<file path="src/rtl/pfa_pkg.sv">
// Shared types and constants for the page frame allocator.
package pfa_pkg;

	localparam int MAX_PAGES  = 4096;
	localparam int PAGE_SHIFT = 12;
	localparam int ADDR_W     = 24;
	localparam int CNT_W      = 13;
	localparam int IDX_W      = $clog2(MAX_PAGES);
	localparam int CFG_IDX_W  = 1;

	localparam logic FUNC_ALLOC = 1'b0;
	localparam logic FUNC_FREE  = 1'b1;

	localparam logic [CFG_IDX_W-1:0] CFG_TOTAL_PAGES    = CFG_IDX_W'(0);
	localparam logic [CFG_IDX_W-1:0] CFG_RESERVED_PAGES = CFG_IDX_W'(1);

	localparam logic [CNT_W-1:0] TOTAL_RESET    = CNT_W'(4096);
	localparam logic [CNT_W-1:0] RESERVED_RESET = CNT_W'(256);

	typedef enum logic [2:0] {
		ST_OK         = 3'd0,
		ST_OOM        = 3'd1,
		ST_MISALIGNED = 3'd2,
		ST_RANGE      = 3'd3,
		ST_NOT_ALLOC  = 3'd4
	} status_t;

	typedef struct packed {
		logic              func;
		logic [ADDR_W-1:0] page_address;
	} req_t;

	typedef struct packed {
		status_t           status;
		logic [ADDR_W-1:0] granted_address;
		logic [CNT_W-1:0]  free_count;
	} rsp_t;

	// controller -> datapath
	typedef struct packed {
		logic    load;
		logic    clear;
		logic    scan;
		logic    fread;
		logic    grant;
		logic    release_pg;
		logic    res_we;
		status_t res_code;
		logic    publish;
	} cmd_t;

	// datapath -> controller
	typedef struct packed {
		logic clr_last;
		logic hit;
		logic exhausted;
		logic misaligned;
		logic out_range;
		logic frame_set;
	} sts_t;

endpackage

</file>
<file path="src/rtl/pfa_ctrl.sv">
// Sequencer for clear pass, allocate scan and free check.
module pfa_ctrl (
	input  logic        clk,
	input  logic        arst_n,
	input  logic        start,
	input  logic        func,
	input  pfa_pkg::sts_t sts,
	output pfa_pkg::cmd_t cmd,
	output logic        busy
);
	import pfa_pkg::*;

	typedef enum logic [5:0] {
		S_CLEAR = 6'b000001,
		S_IDLE  = 6'b000010,
		S_SCAN  = 6'b000100,
		S_FCHK  = 6'b001000,
		S_FTST  = 6'b010000,
		S_FIN   = 6'b100000
	} state_t;

	state_t state_q, state_d;

	always_ff @(posedge clk or negedge arst_n) begin
		if (!arst_n) begin
			state_q <= S_CLEAR;
		end else begin
			state_q <= state_d;
		end
	end

	always_comb begin
		state_d = state_q;
		cmd     = '0;
		cmd.res_code = ST_OK;
		unique case (state_q)
			S_CLEAR: begin
				cmd.clear = 1'b1;
				if (sts.clr_last) begin
					state_d = S_IDLE;
				end
			end
			S_IDLE: begin
				if (start) begin
					cmd.load = 1'b1;
					state_d  = (func == FUNC_FREE) ? S_FCHK : S_SCAN;
				end
			end
			S_SCAN: begin
				cmd.scan = 1'b1;
				if (sts.hit) begin
					cmd.grant  = 1'b1;
					cmd.res_we = 1'b1;
					state_d    = S_FIN;
				end else if (sts.exhausted) begin
					cmd.res_we   = 1'b1;
					cmd.res_code = ST_OOM;
					state_d      = S_FIN;
				end
			end
			S_FCHK: begin
				cmd.fread = 1'b1;
				// alignment first, then range
				if (sts.misaligned) begin
					cmd.res_we   = 1'b1;
					cmd.res_code = ST_MISALIGNED;
					state_d      = S_FIN;
				end else if (sts.out_range) begin
					cmd.res_we   = 1'b1;
					cmd.res_code = ST_RANGE;
					state_d      = S_FIN;
				end else begin
					state_d = S_FTST;
				end
			end
			S_FTST: begin
				cmd.res_we = 1'b1;
				if (sts.frame_set) begin
					cmd.release_pg = 1'b1;
				end else begin
					cmd.res_code = ST_NOT_ALLOC;
				end
				state_d = S_FIN;
			end
			S_FIN: begin
				cmd.publish = 1'b1;
				state_d     = S_IDLE;
			end
			default: begin
				state_d = S_IDLE;
			end
		endcase
	end

	assign busy = (state_q != S_IDLE);

endmodule

</file>
<file path="config.mk">
export PLATFORM = sky130hd
export DESIGN_NAME = pfa_ctrl
export DESIGN_NICKNAME = d
export VERILOG_FILES = /design/src/rtl/pfa_pkg.sv /design/src/rtl/pfa_ctrl.sv
export SDC_FILE = /design/constraint.sdc
export NUM_CORES = 1
export LEC_CHECK = 0
export ABC_CLOCK_PERIOD_IN_PS = 1400
export BUFFER_PORTS_ARGS = -buffer_cell sky130_fd_sc_hd__buf_4
export CAP_MARGIN = 30
export CORE_AREA = 4 4 41 43
export CTS_CLUSTER_SIZE = 12
export DETAILED_ROUTE_END_ITERATION = 10
export DIE_AREA = 0 0 45 47
export GPL_ROUTABILITY_DRIVEN = 0
export PLACE_DENSITY_LB_ADDON = 0.3
export SYNTH_ARGS = -nofsm -noshare
export SYNTH_HDL_FRONTEND = slang
export SYNTH_SLANG_ARGS = --single-unit
</file>
<file path="constraint.sdc">
create_clock -name clk -period 1.4 [get_ports clk]
set_input_delay 0.07 -clock clk [delete_from_list [all_inputs] [get_ports clk]]
set_output_delay 0.07 -clock clk [all_outputs]
set_load 0.1 [all_outputs]
</file>
==> results of run 1 <==
[kinds of logic after synthesis]
kind of cell,after synthesis,share of synthesized area (%)
AOI/OAI and AO/OA,8,15.23
xor gates and xnor gates,1,2.090
buffers and inverters,8,7.164
DFF,6,36.12
and+or+nand+nor,26,39.40
[metrics by stage]
stage / util [%] / instance area, sq um / hold slack, ns
after CTS: 90.67 / 1180 / 0.02635
after floorplan: - / 521.8 / -0.2256
after detailed placement: 62.31 / 810.8 / -0.1202
after global placement: 62.31 / 810.8 / -0.1221
[timing repair]
item                                   CTS
setup buffers                            8
hold buffers                             4
pin swaps                               12
endpoints found under the hold margin    8
setup endpoints to repair               17
resized for setup                       62
==> tab_implementation.tex, run 1 <==
\begin{tabular}{lr}
\hline
Metric & Value \\
\hline
\multicolumn{2}{l}{\textbf{Clocking}} \\
\quad Number of clock buffers inserted by TritonCTS & 3 \\
\quad Largest buffer count on any clock path & 2 \\
\quad Clock Sink Count & 6 \\
\quad H-tree Lvls & 1 \\
\quad Root Buffer Master & sky130\_fd\_sc\_hd\_\_clkbuf\_4 \\
\multicolumn{2}{l}{\textbf{Floorplan}} \\
\quad Num rows & 13 \\
\quad I/O pin cnt & 22 \\
\quad Horizontal extent of the die & 45 microns \\
\quad Initial Util & roughly 32\% \\
\quad Vert. Die Dim & approximately 47 microns \\
\multicolumn{2}{l}{\textbf{Timing}} \\
\quad Last reported worst endpoint of the global-route repair pass & cmd[3] \\
\quad WEP type & primary output \\
\multicolumn{2}{l}{\textbf{Run status}} \\
\quad Status & did not finish \\
\quad Error that stopped the run & [ERROR DPL-0033] detailed placement checks failed during check placement. \\
\quad Stage where the flow stopped & global routing \\
\multicolumn{2}{l}{\textbf{Synth}} \\
\quad Post-synthesis net count & 59 \\
\quad Yosys reg bits & 6 \\
\quad Async SR Flop Fraction & 100.0\% \\
\quad Most frequently used cell type in the post-synthesis netlist & sky130\_fd\_sc\_hd\_\_inv\_1 \\
\quad Combined area of all synthesized cells & 419.2 sq um \\
\quad Synthesized area divided by synthesized cell count & around 8.6 sq um \\
\quad Cell type with the largest total area after synthesis & sky130\_fd\_sc\_hd\_\_dfrtp\_1 \\
\quad Largest cells by area after synthesis & sky130\_fd\_sc\_hd\_\_dfrtp\_1, sky130\_fd\_sc\_hd\_\_inv\_1, sky130\_fd\_sc\_hd\_\_dfstp\_2, sky130\_fd\_sc\_hd\_\_o221ai\_1, sky130\_fd\_sc\_hd\_\_nand3b\_1 \\
\quad Dominant register cell in the synthesized netlist & sky130\_fd\_sc\_hd\_\_dfrtp\_1 \\
\quad Cell count after synthesis & 49 \\
\quad Most numerous cell types in the synthesized netlist & sky130\_fd\_sc\_hd\_\_inv\_1, sky130\_fd\_sc\_hd\_\_nor2\_1, sky130\_fd\_sc\_hd\_\_dfrtp\_1, sky130\_fd\_sc\_hd\_\_nand3b\_1, sky130\_fd\_sc\_hd\_\_o221ai\_1 \\
\quad Library cells used by synthesis & 23 \\
\quad Share of the yosys chip area belonging to registers & 36.12\% \\
\quad Syn. warnings & 0 \\
\quad Number of synthesized flops with an enable pin & 0 \\
\quad Area share of the largest cell type after synthesis & between 20\% and 30\% \\
\multicolumn{2}{l}{\textbf{GRT}} \\
\quad Initial antenna violation count & 0 \\
\quad Maximum number of pins on one net before global-route repair & 8 \\
\multicolumn{2}{l}{\textbf{Placed design}} \\
\quad Worst setup timing slack at the placement stage & -0.4101 ns \\
\quad Count of buffers inserted at the top-level ports & 21 \\
\quad Inst Count DP & 100 \\
\quad Half-perimeter wire length after detailed placement & approximately 1100 microns \\
\hline
\end{tabular}
==> inputs of run 2 (changes only) <==
==> config.mk (replaced) <==
export PLATFORM = sky130hd
export DESIGN_NAME = pfa_ctrl
export DESIGN_NICKNAME = d
export VERILOG_FILES = /design/src/rtl/pfa_pkg.sv /design/src/rtl/pfa_ctrl.sv
export SDC_FILE = /design/constraint.sdc
export NUM_CORES = 1
export LEC_CHECK = 0
export ABC_CLOCK_PERIOD_IN_PS = 1800
export BUFFER_PORTS_ARGS = -buffer_cell sky130_fd_sc_hd__buf_4
export CAP_MARGIN = 30
export CORE_AREA = 4 4 65 67
export DETAILED_ROUTE_END_ITERATION = 10
export DIE_AREA = 0 0 69 71
export GPL_ROUTABILITY_DRIVEN = 0
export PLACE_DENSITY_LB_ADDON = 0.15
export SYNTH_ARGS = -nofsm -noshare
export SYNTH_HDL_FRONTEND = slang
export SYNTH_SLANG_ARGS = --single-unit
==> constraint.sdc (replaced) <==
create_clock -name clk -period 1.8 [get_ports clk]
set_input_delay 0.09 -clock clk [delete_from_list [all_inputs] [get_ports clk]]
set_output_delay 0.09 -clock clk [all_outputs]
set_load 0.1 [all_outputs]
==> tab_implementation.tex, run 2 <==
\begin{tabular}{lr}
\hline
Metric & Value \\
\hline
\multicolumn{2}{l}{\textbf{Synth}} \\
\quad Adder-Cell Fraction of Synth Area & 0\% (unchanged) \\
\quad Combined area of all synthesized cells & 419.2 sq um (unchanged) \\
\quad Simple-gate area share of the yosys netlist & 39.40\% (unchanged) \\
\quad Async SR Flop Fraction & 100.0\% (unchanged) \\
\quad Compound-cell area share of the yosys netlist & 15.22\% (unchanged) \\
\quad Multiplexer share of the synthesized area & 0\% (unchanged) \\
\quad Cell count after synthesis & 49 (unchanged) \\
\quad Number of synthesized flops with an enable pin & 0 (unchanged) \\
\quad XOR/XNOR share of the synthesized area & 2.090\% (unchanged) \\
\quad Share of the yosys chip area belonging to registers & 36.12\% (unchanged) \\
\quad Largest cells by area after synthesis & sky130\_fd\_sc\_hd\_\_dfrtp\_1, sky130\_fd\_sc\_hd\_\_inv\_1, sky130\_fd\_sc\_hd\_\_dfstp\_2, sky130\_fd\_sc\_hd\_\_o221ai\_1, sky130\_fd\_sc\_hd\_\_nand3b\_1 (unchanged) \\
\quad Cell type with the largest total area after synthesis & sky130\_fd\_sc\_hd\_\_dfrtp\_1 (unchanged) \\
\quad Area share of the largest cell type after synthesis & 29.85\% (unchanged) \\
\quad Most frequently used cell type in the post-synthesis netlist & sky130\_fd\_sc\_hd\_\_inv\_1 (unchanged) \\
\quad Most numerous cell types in the synthesized netlist & sky130\_fd\_sc\_hd\_\_inv\_1, sky130\_fd\_sc\_hd\_\_nor2\_1, sky130\_fd\_sc\_hd\_\_dfrtp\_1, sky130\_fd\_sc\_hd\_\_nand3b\_1, sky130\_fd\_sc\_hd\_\_o221ai\_1 (unchanged) \\
\quad Syn. warnings & 0 (unchanged) \\
\quad Dominant register cell in the synthesized netlist & sky130\_fd\_sc\_hd\_\_dfrtp\_1 (unchanged) \\
\quad Post-synthesis net count & 59 (unchanged) \\
\quad Combinational family with the most area after synthesis & simple AND/OR/NAND/NOR gates (unchanged) \\
\quad Library cells used by synthesis & 23 (unchanged) \\
\quad Synthesized area divided by synthesized cell count & 8.554 sq um (unchanged) \\
\quad Yosys reg bits & 6 (unchanged) \\
\multicolumn{2}{l}{\textbf{Route}} \\
\quad Post-detailed-route wirelength per cell & roughly 10 microns \\
\quad First drt pass iteration count & 2 \\
\quad Iteration-0 DRC count of the detailed router & 24 \\
\quad Remaining antenna violation count & 0 \\
\quad Detailed-route DRC error count & 0 \\
\quad Number of vias in the routed layout & 506 \\
\quad Wire length after detailed routing & between 1000 and 1500 microns \\
\quad Detail-routed via count per cell & around 3.8 \\
\multicolumn{2}{l}{\textbf{Placed design}} \\
\quad Count of buffers inserted at the top-level ports & 21 (unchanged) \\
\quad DP Area & 793.3 sq um (was 810.8 sq um) \\
\quad Half-perimeter wire length after detailed placement & 1164 microns (was 1058 microns) \\
\multicolumn{2}{l}{\textbf{Timing}} \\
\quad Actual transition at the worst max-transition pin & roughly 0.45 ns \\
\quad Worst slew margin relative to its limit & a little over two thirds \\
\quad Fmax achieved & 0.5070 GHz \\
\quad Final clock skew & roughly 0.0025 ns \\
\quad Crit path setup slack, layout & -0.1724 ns \\
\quad Unrepaired setup endpoints after global routing & true \\
\quad Crit path time final & roughly 2.0 ns \\
\quad Worst hold margin & approximately 0.053 ns \\
\quad Count of endpoints failing setup in the final report & 5 \\
\quad Number of hold violations in the final report & 0 \\
\quad Post-route fraction of the period consumed by the critical path & 109.6\% \\
\quad Final Max Slew Viols & 0 \\
\multicolumn{2}{l}{\textbf{Clocking}} \\
\quad Root Buffer Master & sky130\_fd\_sc\_hd\_\_clkbuf\_8 (was sky130\_fd\_sc\_hd\_\_clkbuf\_4) \\
\quad Number of clock buffers inserted by TritonCTS & 3 (unchanged) \\
\quad Insertion delay of the later-clocked pin in the worst-skew pair & 0.22 ns \\
\quad Clock Sink Count & 6 (unchanged) \\
\quad H-tree Lvls & 1 (unchanged) \\
\quad Reg clk slew, reported paths & approximately 0.030 ns \\
\quad Largest buffer count on any clock path & 2 (unchanged) \\
\quad TritonCTS clock tree & done \\
\multicolumn{2}{l}{\textbf{Floorplan}} \\
\quad Die area & 0.004899 sq mm \\
\quad Initial Util & 11.54\% (was 32.21\%) \\
\quad Num rows & 22 (was 13) \\
\quad Floorplan Core Area & roughly 0.0036 sq mm \\
\quad Horizontal extent of the die & 69 microns (was 45 microns) \\
\quad I/O pin cnt & 22 (unchanged) \\
\quad Vert. Die Dim & 71 microns (was 47 microns) \\
\multicolumn{2}{l}{\textbf{Run status}} \\
\quad Status & complete, but fails checks (was did not finish) \\
\quad Violated checks & negative setup slack \\
\multicolumn{2}{l}{\textbf{Power}} \\
\quad Total leakage power & 0.4432 nW \\
\quad Highest ir drop seen on vdd & approximately 0.42 mV \\
\quad Power density normalized to cell area & about 1200 mW/mm\^{}2 \\
\multicolumn{2}{l}{\textbf{Layout}} \\
\quad Share of cells above drive strength 1 & roughly 64\% \\
\quad Top register by number of flip-flops & state\_q \\
\quad Largest registers & state\_q x6 \\
\quad Diodes inserted & 0 \\
\quad Final design area excluding fillers & 0.001016 sq mm \\
\quad Max FFs per register & 6 \\
\quad Layout Nets & between 90 and 100 \\
\quad Leading cell type in the layout, fill and taps excluded & sky130\_fd\_sc\_hd\_\_buf\_4 \\
\quad Area added between synthesis and finish & 142.4\% \\
\quad Commonest non-fill, non-tap cells in the layout & sky130\_fd\_sc\_hd\_\_buf\_4, sky130\_fd\_sc\_hd\_\_buf\_12, sky130\_fd\_sc\_hd\_\_inv\_1, sky130\_fd\_sc\_hd\_\_buf\_6, sky130\_fd\_sc\_hd\_\_dfrtp\_1 \\
\quad Count of fill cells added during filler insertion & 399 \\
\multicolumn{2}{l}{\textbf{Worst setup path}} \\
\quad CP endpoint kind & primary output \\
\quad Path type of the worst setup path & flop to primary output \\
\quad Data required time of the worst path & between 1.5 and 2 ns \\
\quad Maximum fanout encountered on the critical timing path & 4 \\
\quad Startpoint kind of the worst setup timing path & flop \\
\quad Data arrival time at the worst-slack endpoint & about 1.9 ns \\
\multicolumn{2}{l}{\textbf{GRT}} \\
\quad Aggregate global routing overflow & 0 \\
\quad Vias in the first global route & between 500 and 600 \\
\quad Total track usage & 6.276\% \\
\quad Maximum number of pins on one net before global-route repair & 8 \\
\quad Wire length of the first global-routing pass & 2463 microns \\
\quad Initial antenna violation count & 0 \\
\multicolumn{2}{l}{\textbf{Job}} \\
\quad Max-cap violations & 0 \\
\multicolumn{2}{l}{\textbf{Worst hold path}} \\
\quad HP Class & input pin to flop \\
\hline
\end{tabular}
[run 2: cell counts after synthesis]
No cell type changed its count.
[run 2: power by group]
| part | switching, W | internal, W | total [W] |
|---|---|---|---|
| registers | 0.0000231 | 0.000162 | 0.000185 |
| logic | 0.000527 | 0.000348 | 0.000875 |
| clock network | 0.0000550 | 0.000152 | 0.000207 |
[run 2: area by class of cell]
cell class / instances / area [sq um] / share of cell area [%]
Timing Repair Buffer: 33 / 381.6 / 37.56
Multi-Input combinational cell: 35 / 344.1 / 33.87
Sequential cell: 6 / 151.4 / 14.90
Tap cell: 48 / 60.06 / 5.911
Clock buffer: 4 / 45.04 / 4.434
Inverter: 8 / 33.78 / 3.325
[run 2: kinds of logic after synthesis]
| group | after synthesis |
|---|---|
| compound gates | 8 |
| simple gates | 26 |
| buf+inv | 8 |
| xor+xnor | 1 |
| flops | 6 |
[run 2: metal layers]
metal / vias to the layer above / global-route usage (%) / wire [microns]
li1: 252 / - / -
met1: 239 / 8.010 / 672
met2: 15 / 9.534 / 637
met3: 0 / 2.273 / 85
met4: 0 / 2.603 / 0
met5: - / 0 / 0
[run 2: per-stage QoR]
step / setup WS [ns] / TNS [ns] / util (%) / instances / total power (W)
global route: -0.2296 / -1.070 / 27.96 / 134 / 0.001350
global placement: -0.01303 / -0.02165 / 21.83 / 128 / 0.0009413
detailed placement: -0.01659 / -0.02756 / 21.83 / 128 / 0.0009419
CTS: -0.1779 / -0.7247 / 26.48 / 134 / 0.001227
finish: -0.1724 / -0.5370 / 27.96 / 134 / 0.001267
floorplan: -0.1793 / -0.7047 / - / 49 / 0.0007260
[run 2: path summary, 6_finish.rpt]
| check | cells past startpoint | endpoint | from | slack, ns |
|---|---|---|---|---|
| max in group asynchronous | 2 | state_q[0]$_DFFE_PN1P_ | arst_n | 1.38 |
| min in group asynchronous | 2 | state_q[2]$_DFFE_PN0P_ | arst_n | 0.22 |
| worst min register to register | 3 | state_q[0]$_DFFE_PN1P_ | state_q[1]$_DFFE_PN0P_ | 0.67 |
| worst max-delay path | 4 | cmd[3] | state_q[0]$_DFFE_PN1P_ | -0.17 |
| worst min-delay path | 2 | state_q[4]$_DFFE_PN0P_ | sts[2] | 0.05 |
| worst max register to register | 4 | state_q[1]$_DFFE_PN0P_ | state_q[0]$_DFFE_PN1P_ | 0.19 |
[run 2: worst max-delay path, stage by stage, from the launching register on]
cell and delay [ns]:
sky130_fd_sc_hd__dfstp_2 0.36, sky130_fd_sc_hd__or4_4 0.53, sky130_fd_sc_hd__or3b_4 0.47, sky130_fd_sc_hd__nor2_4 0.13
sky130_fd_sc_hd__buf_12 0.18
[run 2: what timing repair did]
item,CTS,global route
pin swaps,1,7
cloned,0,0
endpoints found under the setup margin,12,12
resized for setup,26,13
setup buffers,1,0
hold endpoints to repair,6,0
hold buffers,1,0
No activity file was read; power rests on OpenSTA's default activity.
==> inputs of run 3 (changes only) <==
--- a/config.mk
+++ b/config.mk
@@ -5,14 +5,17 @@
 export SDC_FILE = /design/constraint.sdc
 export NUM_CORES = 1
 export LEC_CHECK = 0
+export ABC_AREA = 1
 export ABC_CLOCK_PERIOD_IN_PS = 1800
 export BUFFER_PORTS_ARGS = -buffer_cell sky130_fd_sc_hd__buf_4
 export CAP_MARGIN = 30
 export CORE_AREA = 4 4 65 67
+export CTS_BUF_LIST = sky130_fd_sc_hd__clkbuf_16
 export DETAILED_ROUTE_END_ITERATION = 10
 export DIE_AREA = 0 0 69 71
 export GPL_ROUTABILITY_DRIVEN = 0
 export PLACE_DENSITY_LB_ADDON = 0.15
+export SETUP_SLACK_MARGIN = 0.3
 export SYNTH_ARGS = -nofsm -noshare
 export SYNTH_HDL_FRONTEND = slang
 export SYNTH_SLANG_ARGS = --single-unit
==> tab_implementation.tex, run 3 <==
\begin{tabular}{lr}
\hline
Metric & Value \\
\hline
\multicolumn{2}{l}{\textbf{Run status}} \\
\quad Status & completed (was complete, but fails checks) \\
\multicolumn{2}{l}{\textbf{Floorplan}} \\
\quad I/O pin cnt & 22 (unchanged) \\
\quad Vert. Die Dim & 71 microns (unchanged) \\
\quad Num rows & 22 (unchanged) \\
\quad Floorplan Core Area & 0.003633 sq mm (unchanged) \\
\quad Initial Util & 12.40\% (was 11.54\%) \\
\quad Die area & 0.004899 sq mm (unchanged) \\
\quad Horizontal extent of the die & 69 microns (unchanged) \\
\multicolumn{2}{l}{\textbf{Timing}} \\
\quad Final Max Slew Viols & 0 (unchanged) \\
\quad Number of hold violations in the final report & 0 (unchanged) \\
\quad Post-route fraction of the period consumed by the critical path & 87.27\% (was 109.6\%) \\
\quad Worst slew margin relative to its limit & 81.59\% (was 69.95\%) \\
\quad Count of endpoints failing setup in the final report & 0 (was 5) \\
\quad Unrepaired setup endpoints after global routing & true (unchanged) \\
\quad Actual transition at the worst max-transition pin & 0.2785 ns (was 0.4490 ns) \\
\quad Crit path time final & 1.571 ns (was 1.972 ns) \\
\quad Final clock skew & 0.001435 ns (was 0.002493 ns) \\
\quad Fmax achieved & 0.6366 GHz (was 0.5070 GHz) \\
\quad Setup Total Neg Slack & 0 ns (was -0.5370 ns) \\
\multicolumn{2}{l}{\textbf{GRT}} \\
\quad Vias in the first global route & 545 (was 565) \\
\quad Initial antenna violation count & 0 (unchanged) \\
\quad Total track usage & 5.867\% (was 6.276\%) \\
\quad Wire length of the first global-routing pass & 2270 microns (was 2463 microns) \\
\quad Maximum number of pins on one net before global-route repair & 7 (was 8) \\
\quad Aggregate global routing overflow & 0 (unchanged) \\
\multicolumn{2}{l}{\textbf{Route}} \\
\quad Detailed-route DRC error count & 0 (unchanged) \\
\quad Iteration-0 DRC count of the detailed router & 8 (was 24) \\
\quad Number of vias in the routed layout & 524 (was 506) \\
\quad First drt pass iteration count & 4 (was 2) \\
\quad Detail-routed via count per cell & 3.493 (was 3.776) \\
\quad Post-detailed-route wirelength per cell & 9.313 microns (was 10.41 microns) \\
\quad Wire length after detailed routing & 1397 microns (was 1395 microns) \\
\quad Remaining antenna violation count & 0 (unchanged) \\
\multicolumn{2}{l}{\textbf{Layout}} \\
\quad Diodes inserted & 0 (unchanged) \\
\quad Leading cell type in the layout, fill and taps excluded & sky130\_fd\_sc\_hd\_\_buf\_4 (unchanged) \\
\quad Multi-input gate area in the final layout & 334.1 sq um (was 344.1 sq um) \\
\quad Layout Nets & 113 (was 97) \\
\quad Max FFs per register & 6 (unchanged) \\
\quad Area added between synthesis and finish & 141.9\% (was 142.4\%) \\
\quad Largest registers & state\_q x6 (unchanged) \\
\quad Commonest non-fill, non-tap cells in the layout & sky130\_fd\_sc\_hd\_\_buf\_4, sky130\_fd\_sc\_hd\_\_inv\_1, sky130\_fd\_sc\_hd\_\_nor2\_4, sky130\_fd\_sc\_hd\_\_nor2\_1, sky130\_fd\_sc\_hd\_\_buf\_6 (was sky130\_fd\_sc\_hd\_\_buf\_4, sky130\_fd\_sc\_hd\_\_buf\_12, sky130\_fd\_sc\_hd\_\_inv\_1, sky130\_fd\_sc\_hd\_\_buf\_6, sky130\_fd\_sc\_hd\_\_dfrtp\_1) \\
\quad Final cell count without fillers & 150 (was 134) \\
\quad Top register by number of flip-flops & state\_q (unchanged) \\
\quad Share of cells above drive strength 1 & 68.63\% (was 63.95\%) \\
\quad Count of fill cells added during filler insertion & 391 (was 399) \\
\quad Sequential cell area & 152.6 sq um (was 151.4 sq um) \\
\multicolumn{2}{l}{\textbf{Worst setup path}} \\
\quad Ordered list of cells on the worst path & nor2\_4 > nand3\_4 > o21ai\_2 > or2\_4 > buf\_12 (was or4\_4 > or3b\_4 > nor2\_4 > buf\_12) \\
\quad Delay of the slowest critical-path stage & 0.40 ns (was 0.53 ns) \\
\quad Crit path launch & state\_q[1]\$\_DFFE\_PN0P\_ (was state\_q[0]\$\_DFFE\_PN1P\_) \\
\quad Startpoint kind of the worst setup timing path & flop (unchanged) \\
\quad Slowest cell on crit path & sky130\_fd\_sc\_hd\_\_dfrtp\_1 (was sky130\_fd\_sc\_hd\_\_or4\_4) \\
\quad Worst setup endpoint & cmd[4] (was cmd[3]) \\
\quad Maximum fanout encountered on the critical timing path & 5 (was 4) \\
\quad Slack of the worst reg-to-reg path & 0.30 ns (was 0.19 ns) \\
\quad Data required time of the worst path & 1.71 ns (about the same) \\
\quad Data arrival time at the worst-slack endpoint & 1.48 ns (was 1.88 ns) \\
\quad Reg2reg end & state\_q[3]\$\_DFFE\_PN0P\_ (was state\_q[1]\$\_DFFE\_PN0P\_) \\
\quad Worst reg2reg path depth & 9 (was 4) \\
\quad Path type of the worst setup path & flop to primary output (unchanged) \\
\quad Reg-to-reg startpoint & state\_q[4]\$\_DFFE\_PN0P\_ (was state\_q[0]\$\_DFFE\_PN1P\_) \\
\quad CP endpoint kind & primary output (unchanged) \\
\multicolumn{2}{l}{\textbf{Synth}} \\
\quad Largest cells by area after synthesis & sky130\_fd\_sc\_hd\_\_dfrtp\_1, sky130\_fd\_sc\_hd\_\_inv\_1, sky130\_fd\_sc\_hd\_\_nor2\_1, sky130\_fd\_sc\_hd\_\_nand3\_2, sky130\_fd\_sc\_hd\_\_nor2\_4 (was sky130\_fd\_sc\_hd\_\_dfrtp\_1, sky130\_fd\_sc\_hd\_\_inv\_1, sky130\_fd\_sc\_hd\_\_dfstp\_2, sky130\_fd\_sc\_hd\_\_o221ai\_1, sky130\_fd\_sc\_hd\_\_nand3b\_1) \\
\quad Post-synthesis net count & 71 (was 59) \\
\quad Syn. warnings & 0 (unchanged) \\
\quad Area share of the largest cell type after synthesis & 27.78\% (was 29.85\%) \\
\quad Share of the yosys chip area belonging to registers & 33.61\% (was 36.12\%) \\
\quad Adder-Cell Fraction of Synth Area & 0\% (unchanged) \\
\quad Yosys reg bits & 6 (unchanged) \\
\quad XOR/XNOR share of the synthesized area & 0\% (was 2.090\%) \\
\quad Async SR Flop Fraction & 100.0\% (unchanged) \\
\quad Library cells used by synthesis & 16 (was 23) \\
\quad Dominant register cell in the synthesized netlist & sky130\_fd\_sc\_hd\_\_dfrtp\_1 (unchanged) \\
\quad Cell count after synthesis & 61 (was 49) \\
\quad Compound-cell area share of the yosys netlist & 5.833\% (was 15.22\%) \\
\quad Number of synthesized flops with an enable pin & 0 (unchanged) \\
\quad Combinational family with the most area after synthesis & simple AND/OR/NAND/NOR gates (unchanged) \\
\quad Most numerous cell types in the synthesized netlist & sky130\_fd\_sc\_hd\_\_inv\_1, sky130\_fd\_sc\_hd\_\_nor2\_1, sky130\_fd\_sc\_hd\_\_dfrtp\_1 (was sky130\_fd\_sc\_hd\_\_inv\_1, sky130\_fd\_sc\_hd\_\_nor2\_1, sky130\_fd\_sc\_hd\_\_dfrtp\_1, sky130\_fd\_sc\_hd\_\_nand3b\_1, sky130\_fd\_sc\_hd\_\_o221ai\_1) \\
\quad Cell type with the largest total area after synthesis & sky130\_fd\_sc\_hd\_\_dfrtp\_1 (unchanged) \\
\quad Synthesized area divided by synthesized cell count & 7.384 sq um (was 8.554 sq um) \\
\quad Simple-gate area share of the yosys netlist & 48.06\% (was 39.40\%) \\
\quad Most frequently used cell type in the post-synthesis netlist & sky130\_fd\_sc\_hd\_\_inv\_1 (unchanged) \\
\quad Combined area of all synthesized cells & 450.4 sq um (was 419.2 sq um) \\
\quad Multiplexer share of the synthesized area & 0\% (unchanged) \\
\multicolumn{2}{l}{\textbf{Clocking}} \\
\quad TritonCTS clock tree & done (unchanged) \\
\quad Root Buffer Master & sky130\_fd\_sc\_hd\_\_clkbuf\_16 (was sky130\_fd\_sc\_hd\_\_clkbuf\_8) \\
\quad Number of clock buffers inserted by TritonCTS & 3 (unchanged) \\
\quad Clock Sink Count & 6 (unchanged) \\
\quad Reg clk slew, reported paths & 0.03 ns (about the same) \\
\quad Insertion delay of the later-clocked pin in the worst-skew pair & 0.23 ns (was 0.22 ns) \\
\quad Largest buffer count on any clock path & 2 (unchanged) \\
\quad H-tree Lvls & 1 (unchanged) \\
\multicolumn{2}{l}{\textbf{Power}} \\
\quad Power density normalized to cell area & 1464 mW/mm\^{}2 (was 1247 mW/mm\^{}2) \\
\quad Total leakage power & 0.5045 nW (was 0.4432 nW) \\
\quad Highest ir drop seen on vdd & 0.6036 mV (was 0.4214 mV) \\
\quad Overall power after layout & 0.001595 W (was 0.001267 W) \\
\multicolumn{2}{l}{\textbf{Placed design}} \\
\quad Inst Count DP & 130 (was 128) \\
\quad Half-perimeter wire length after detailed placement & 1051 microns (was 1164 microns) \\
\quad Count of buffers inserted at the top-level ports & 21 (unchanged) \\
\multicolumn{2}{l}{\textbf{Job}} \\
\quad Max-cap violations & 0 (unchanged) \\
\multicolumn{2}{l}{\textbf{Worst hold path}} \\
\quad HP Class & input pin to flop (unchanged) \\
\hline
\end{tabular}
[run 3: changes by cell type in the layout (fill, tap and decap cells not counted), sizes merged, moves of 4 or more]
cell | before | now
inv | 7 | 14
nor2 | 8 | 19
nand3 | 1 | 7
buf | 32 | 36
nand2 | 0 | 5
[run 3: stage by stage]
stage          hold slack (ns)  instance area, sq um  setup slack (ns)  util, %
2_1_floorplan          -0.2056                 519.2         0.0008616        -
3_3_place_gp           -0.1015                 737.0            0.2569    20.28
3_5_place_dp           -0.1004                 737.0            0.2388    20.28
4_1_cts                0.03440                 998.5            0.2057    27.48
5_1_grt                0.04179                  1090            0.1489    29.99
6_report               0.03869                  1090            0.2291    29.99
[run 3: cell families (layout without fill, tap and decap cells)]
group           Yosys count  count (layout)
flops                     6               6
simple gates             37              37
compound gates            3               3
buf+inv                  15              56
[run 3: worst min path at each step]
stage	start	endpoint	slack, ns	cells after the start
global placement	arst_n	state_q[1]$_DFFE_PN0P_	-0.10	1
detailed placement	arst_n	state_q[1]$_DFFE_PN0P_	-0.10	1
finish	func	state_q[2]$_DFFE_PN0P_	0.04	2
floorplan	arst_n	state_q[1]$_DFFE_PN0P_	-0.21	0
CTS	func	state_q[2]$_DFFE_PN0P_	0.03	2
global route	func	state_q[2]$_DFFE_PN0P_	0.04	2
[run 3: area by class of cell]
type | instances | share of cell area [%]
Clock inverter | 1 | 0.3444
Inverter | 15 | 6.315
Multi-Input combinational cell | 40 | 30.65
Sequential cell | 6 | 14.01
Clock buffer | 3 | 6.889
Tap cell | 48 | 5.511
Timing Repair Buffer | 37 | 36.28
[run 3: metal layers]
layer,vias to the layer above,track usage (%),part of all wire (%)
met2,9,10.81,62
met5,-,0,0
met4,0,5.206,1.8
li1,268,-,-
met3,2,0.4261,1.1
met1,245,5.912,35
[run 3: repair_timing]
item,4_1_cts,5_1_grt
resized for setup,24,13
pin swaps,7,4
setup endpoints to repair,10,10
buffers inserted,9,6
hold buffers,1,0
endpoints found under the hold margin,6,0
[run 3: report_power, final]
| group | switching [W] | leakage, nW | internal [W] |
|---|---|---|---|
| clock | 0.0000739 | 0.0423 | 0.000288 |
| combinational | 0.000626 | 0.387 | 0.000405 |
| sequential | 0.0000371 | 0.0749 | 0.000164 |
[run 3: worst max-delay path, delay by kind of cell (launching register included)]
kind	cells	cell delay, ns
AO/OA/AOI/OAI	1	0.16
buffers and inverters	1	0.16
AND/OR/NAND/NOR	3	0.52
flip-flops	1	0.40
==> inputs of run 4 (changes only) <==
--- a/config.mk
+++ b/config.mk
@@ -5,7 +5,7 @@
 export SDC_FILE = /design/constraint.sdc
 export NUM_CORES = 1
 export LEC_CHECK = 0
-export ABC_AREA = 1
+export ABC_AREA = 0
 export ABC_CLOCK_PERIOD_IN_PS = 1800
 export BUFFER_PORTS_ARGS = -buffer_cell sky130_fd_sc_hd__buf_4
 export CAP_MARGIN = 30
==> tab_implementation.tex, run 4 (synthesized netlist as in run 2, its figures left out) <==
\begin{tabular}{lr}
\hline
Metric & Value \\
\hline
\multicolumn{2}{l}{\textbf{Layout}} \\
\quad Max FFs per register & 6 (unchanged) \\
\quad Top register by number of flip-flops & state\_q (unchanged) \\
\quad Multi-input gate area in the final layout & 404.1 sq um (was 334.1 sq um) \\
\quad Leading cell type in the layout, fill and taps excluded & sky130\_fd\_sc\_hd\_\_buf\_4 (unchanged) \\
\quad Area added between synthesis and finish & 192.2\% (was 141.9\%) \\
\quad Commonest non-fill, non-tap cells in the layout & sky130\_fd\_sc\_hd\_\_buf\_4, sky130\_fd\_sc\_hd\_\_buf\_12, sky130\_fd\_sc\_hd\_\_buf\_6 (was sky130\_fd\_sc\_hd\_\_buf\_4, sky130\_fd\_sc\_hd\_\_inv\_1, sky130\_fd\_sc\_hd\_\_nor2\_4, sky130\_fd\_sc\_hd\_\_nor2\_1, sky130\_fd\_sc\_hd\_\_buf\_6) \\
\quad Count of fill cells added during filler insertion & 391 (unchanged) \\
\quad Share of cells above drive strength 1 & 74.47\% (was 68.63\%) \\
\quad Layout Nets & 105 (was 113) \\
\quad Diodes inserted & 0 (unchanged) \\
\quad Sequential cell area & 151.4 sq um (was 152.6 sq um) \\
\quad Largest registers & state\_q x6 (unchanged) \\
\multicolumn{2}{l}{\textbf{Clocking}} \\
\quad Insertion delay of the later-clocked pin in the worst-skew pair & 0.23 ns (about the same) \\
\quad Clock Sink Count & 6 (unchanged) \\
\quad Largest buffer count on any clock path & 2 (unchanged) \\
\quad Reg clk slew, reported paths & 0.03 ns (about the same) \\
\quad Root Buffer Master & sky130\_fd\_sc\_hd\_\_clkbuf\_16 (unchanged) \\
\quad Number of clock buffers inserted by TritonCTS & 3 (unchanged) \\
\quad H-tree Lvls & 1 (unchanged) \\
\quad TritonCTS clock tree & done (unchanged) \\
\multicolumn{2}{l}{\textbf{GRT}} \\
\quad Maximum number of pins on one net before global-route repair & 8 (was 7) \\
\quad Total track usage & 7.375\% (was 5.867\%) \\
\quad Aggregate global routing overflow & 0 (unchanged) \\
\quad Wire length of the first global-routing pass & 2863 microns (was 2270 microns) \\
\quad Vias in the first global route & 601 (was 545) \\
\quad Initial antenna violation count & 0 (unchanged) \\
\multicolumn{2}{l}{\textbf{Worst hold path}} \\
\quad HP Class & input pin to flop (unchanged) \\
\quad Startpoint of the most critical hold path & sts[2] (was func) \\
\quad Hold endpoint & state\_q[4]\$\_DFFE\_PN0P\_ (was state\_q[2]\$\_DFFE\_PN0P\_) \\
\quad Hold-critical path depth & 2 (unchanged) \\
\multicolumn{2}{l}{\textbf{Route}} \\
\quad Detail-routed via count per cell & 3.739 (was 3.493) \\
\quad Wire length after detailed routing & 1601 microns (was 1397 microns) \\
\quad Post-detailed-route wirelength per cell & 11.27 microns (was 9.313 microns) \\
\quad Number of vias in the routed layout & 531 (was 524) \\
\quad Detailed-route DRC error count & 0 (unchanged) \\
\quad First drt pass iteration count & 2 (was 4) \\
\quad Iteration-0 DRC count of the detailed router & 16 (was 8) \\
\quad Remaining antenna violation count & 0 (unchanged) \\
\multicolumn{2}{l}{\textbf{Worst setup path}} \\
\quad Ordered list of cells on the worst path & or4\_4 > or3b\_4 > o221ai\_4 > buf\_12 (was nor2\_4 > nand3\_4 > o21ai\_2 > or2\_4 > buf\_12) \\
\quad CP endpoint kind & primary output (unchanged) \\
\quad Data required time of the worst path & 1.71 ns (about the same) \\
\quad Data arrival time at the worst-slack endpoint & 1.87 ns (was 1.48 ns) \\
\quad Reg-to-reg startpoint & state\_q[4]\$\_DFFE\_PN0P\_ (unchanged) \\
\quad Maximum fanout encountered on the critical timing path & 4 (was 5) \\
\quad Slack of the worst reg-to-reg path & 0.19 ns (was 0.30 ns) \\
\quad Worst reg2reg path depth & 4 (was 9) \\
\quad Path type of the worst setup path & flop to primary output (unchanged) \\
\quad Reg2reg end & state\_q[1]\$\_DFFE\_PN0P\_ (was state\_q[3]\$\_DFFE\_PN0P\_) \\
\quad Slowest cell on crit path & sky130\_fd\_sc\_hd\_\_or4\_4 (was sky130\_fd\_sc\_hd\_\_dfrtp\_1) \\
\quad Delay of the slowest critical-path stage & 0.53 ns (was 0.40 ns) \\
\quad Startpoint kind of the worst setup timing path & flop (unchanged) \\
\multicolumn{2}{l}{\textbf{Timing}} \\
\quad Post-route fraction of the period consumed by the critical path & 108.6\% (was 87.27\%) \\
\quad Crit path time final & 1.955 ns (was 1.571 ns) \\
\quad Count of endpoints failing setup in the final report & 7 (was 0) \\
\quad Worst slew margin relative to its limit & 69.68\% (was 81.59\%) \\
\quad Fmax achieved & 0.5114 GHz (was 0.6366 GHz) \\
\quad Final Max Slew Viols & 0 (unchanged) \\
\quad Number of hold violations in the final report & 0 (unchanged) \\
\quad Worst hold margin & 0.03545 ns (was 0.03869 ns) \\
\quad Final clock skew & 0.001876 ns (was 0.001435 ns) \\
\quad Setup Total Neg Slack & -0.6221 ns (was 0 ns) \\
\quad Unrepaired setup endpoints after global routing & true (unchanged) \\
\quad Crit path setup slack, layout & -0.1555 ns (was 0.2291 ns) \\
\quad Actual transition at the worst max-transition pin & 0.4531 ns (was 0.2785 ns) \\
\multicolumn{2}{l}{\textbf{Job}} \\
\quad Max-cap violations & 0 (unchanged) \\
\multicolumn{2}{l}{\textbf{Placed design}} \\
\quad Count of buffers inserted at the top-level ports & 21 (unchanged) \\
\quad Half-perimeter wire length after detailed placement & 1188 microns (was 1051 microns) \\
\quad Worst setup timing slack at the placement stage & -0.04783 ns (was 0.2388 ns) \\
\multicolumn{2}{l}{\textbf{Floorplan}} \\
\quad Horizontal extent of the die & 69 microns (unchanged) \\
\quad Die area & 0.004899 sq mm (unchanged) \\
\quad I/O pin cnt & 22 (unchanged) \\
\quad Vert. Die Dim & 71 microns (unchanged) \\
\quad Floorplan Core Area & 0.003633 sq mm (unchanged) \\
\quad Num rows & 22 (unchanged) \\
\quad Initial Util & 11.54\% (was 12.40\%) \\
\multicolumn{2}{l}{\textbf{Run status}} \\
\quad Status & complete, but fails checks (was completed) \\
\quad Violated checks & negative setup slack \\
\multicolumn{2}{l}{\textbf{Power}} \\
\quad Highest ir drop seen on vdd & 0.3727 mV (was 0.6036 mV) \\
\quad Total leakage power & 0.5207 nW (was 0.5045 nW) \\
\quad Power density normalized to cell area & 1345 mW/mm\^{}2 (was 1464 mW/mm\^{}2) \\
\hline
\end{tabular}
run 4: changes by cell type in the layout (fill, tap and decap cells not counted), sizes merged, moves of 3 or more:
| cell | delta |
|---|---|
| buf | +4 |
| inv | -7 |
| nand2 | -5 |
| o221ai | +3 |
| nand3 | -6 |
| nor2 | -11 |
| nand3b | +3 |
run 4: cell type report:
cell class | count | share of cell area (%)
well taps | 48 | 4.903
clock buffers | 3 | 6.129
multi-input cells | 35 | 32.99
flip-flops and latches | 6 | 12.36
clock inverters | 1 | 0.3064
inverters | 8 | 3.269
repair buffers | 41 | 40.04
run 4: layer usage:
metal | vias up | global-route usage [%] | part of all wire [%]
li1 | 270 | - | -
met4 | 0 | 5.206 | 1.7
met1 | 247 | 7.783 | 39
met5 | - | 0 | 0
met3 | 2 | 1.420 | 3.2
met2 | 12 | 13.14 | 56
run 4: repair_timing:
item | in CTS | in global routing
pin swaps | 7 | 3
hold endpoints to repair | 6 | 0
gates resized for setup | 60 | 1
setup buffers | 8 | 0
hold buffers | 1 | 0
setup endpoints to repair | 14 | 15
run 4: how the worst max path moves through the flow:
stage          cells after the start     end              startpoint
2_1_floorplan                      3  cmd[3]  state_q[1]$_DFFE_PN0P_
3_3_place_gp                       4  cmd[3]  state_q[0]$_DFFE_PN1P_
3_5_place_dp                       4  cmd[3]  state_q[1]$_DFFE_PN0P_
4_1_cts                            4  cmd[5]  state_q[0]$_DFFE_PN1P_
5_1_grt                            4  cmd[4]  state_q[0]$_DFFE_PN1P_
6_report                           4  cmd[4]  state_q[0]$_DFFE_PN1P_
run 4: worst max-delay path: cells and delay by family (launching register included):
family | cells | cell delay, ns
and+or+nand+nor | 2 | 0.98
DFF | 1 | 0.36
buffers and inverters | 1 | 0.20
AOI/OAI and AO/OA | 1 | 0.10
run 4: where the power goes:
| part | switching (W) | internal (W) |
|---|---|---|
| sequential | 0.0000180 | 0.000162 |
| combinational | 0.000615 | 0.000491 |
| clock | 0.0000738 | 0.000288 |
run 4: stage by stage:
step	instances	util, %	total power [W]	area, sq um
after floorplan	49	-	0.0007368	514.2
after global placement	129	22.42	0.0009597	814.5
after detailed placement	129	22.42	0.0009642	814.5
after CTS	142	33.51	0.001656	1217
after global routing	142	33.71	0.001727	1225
final	142	33.71	0.001648	1225
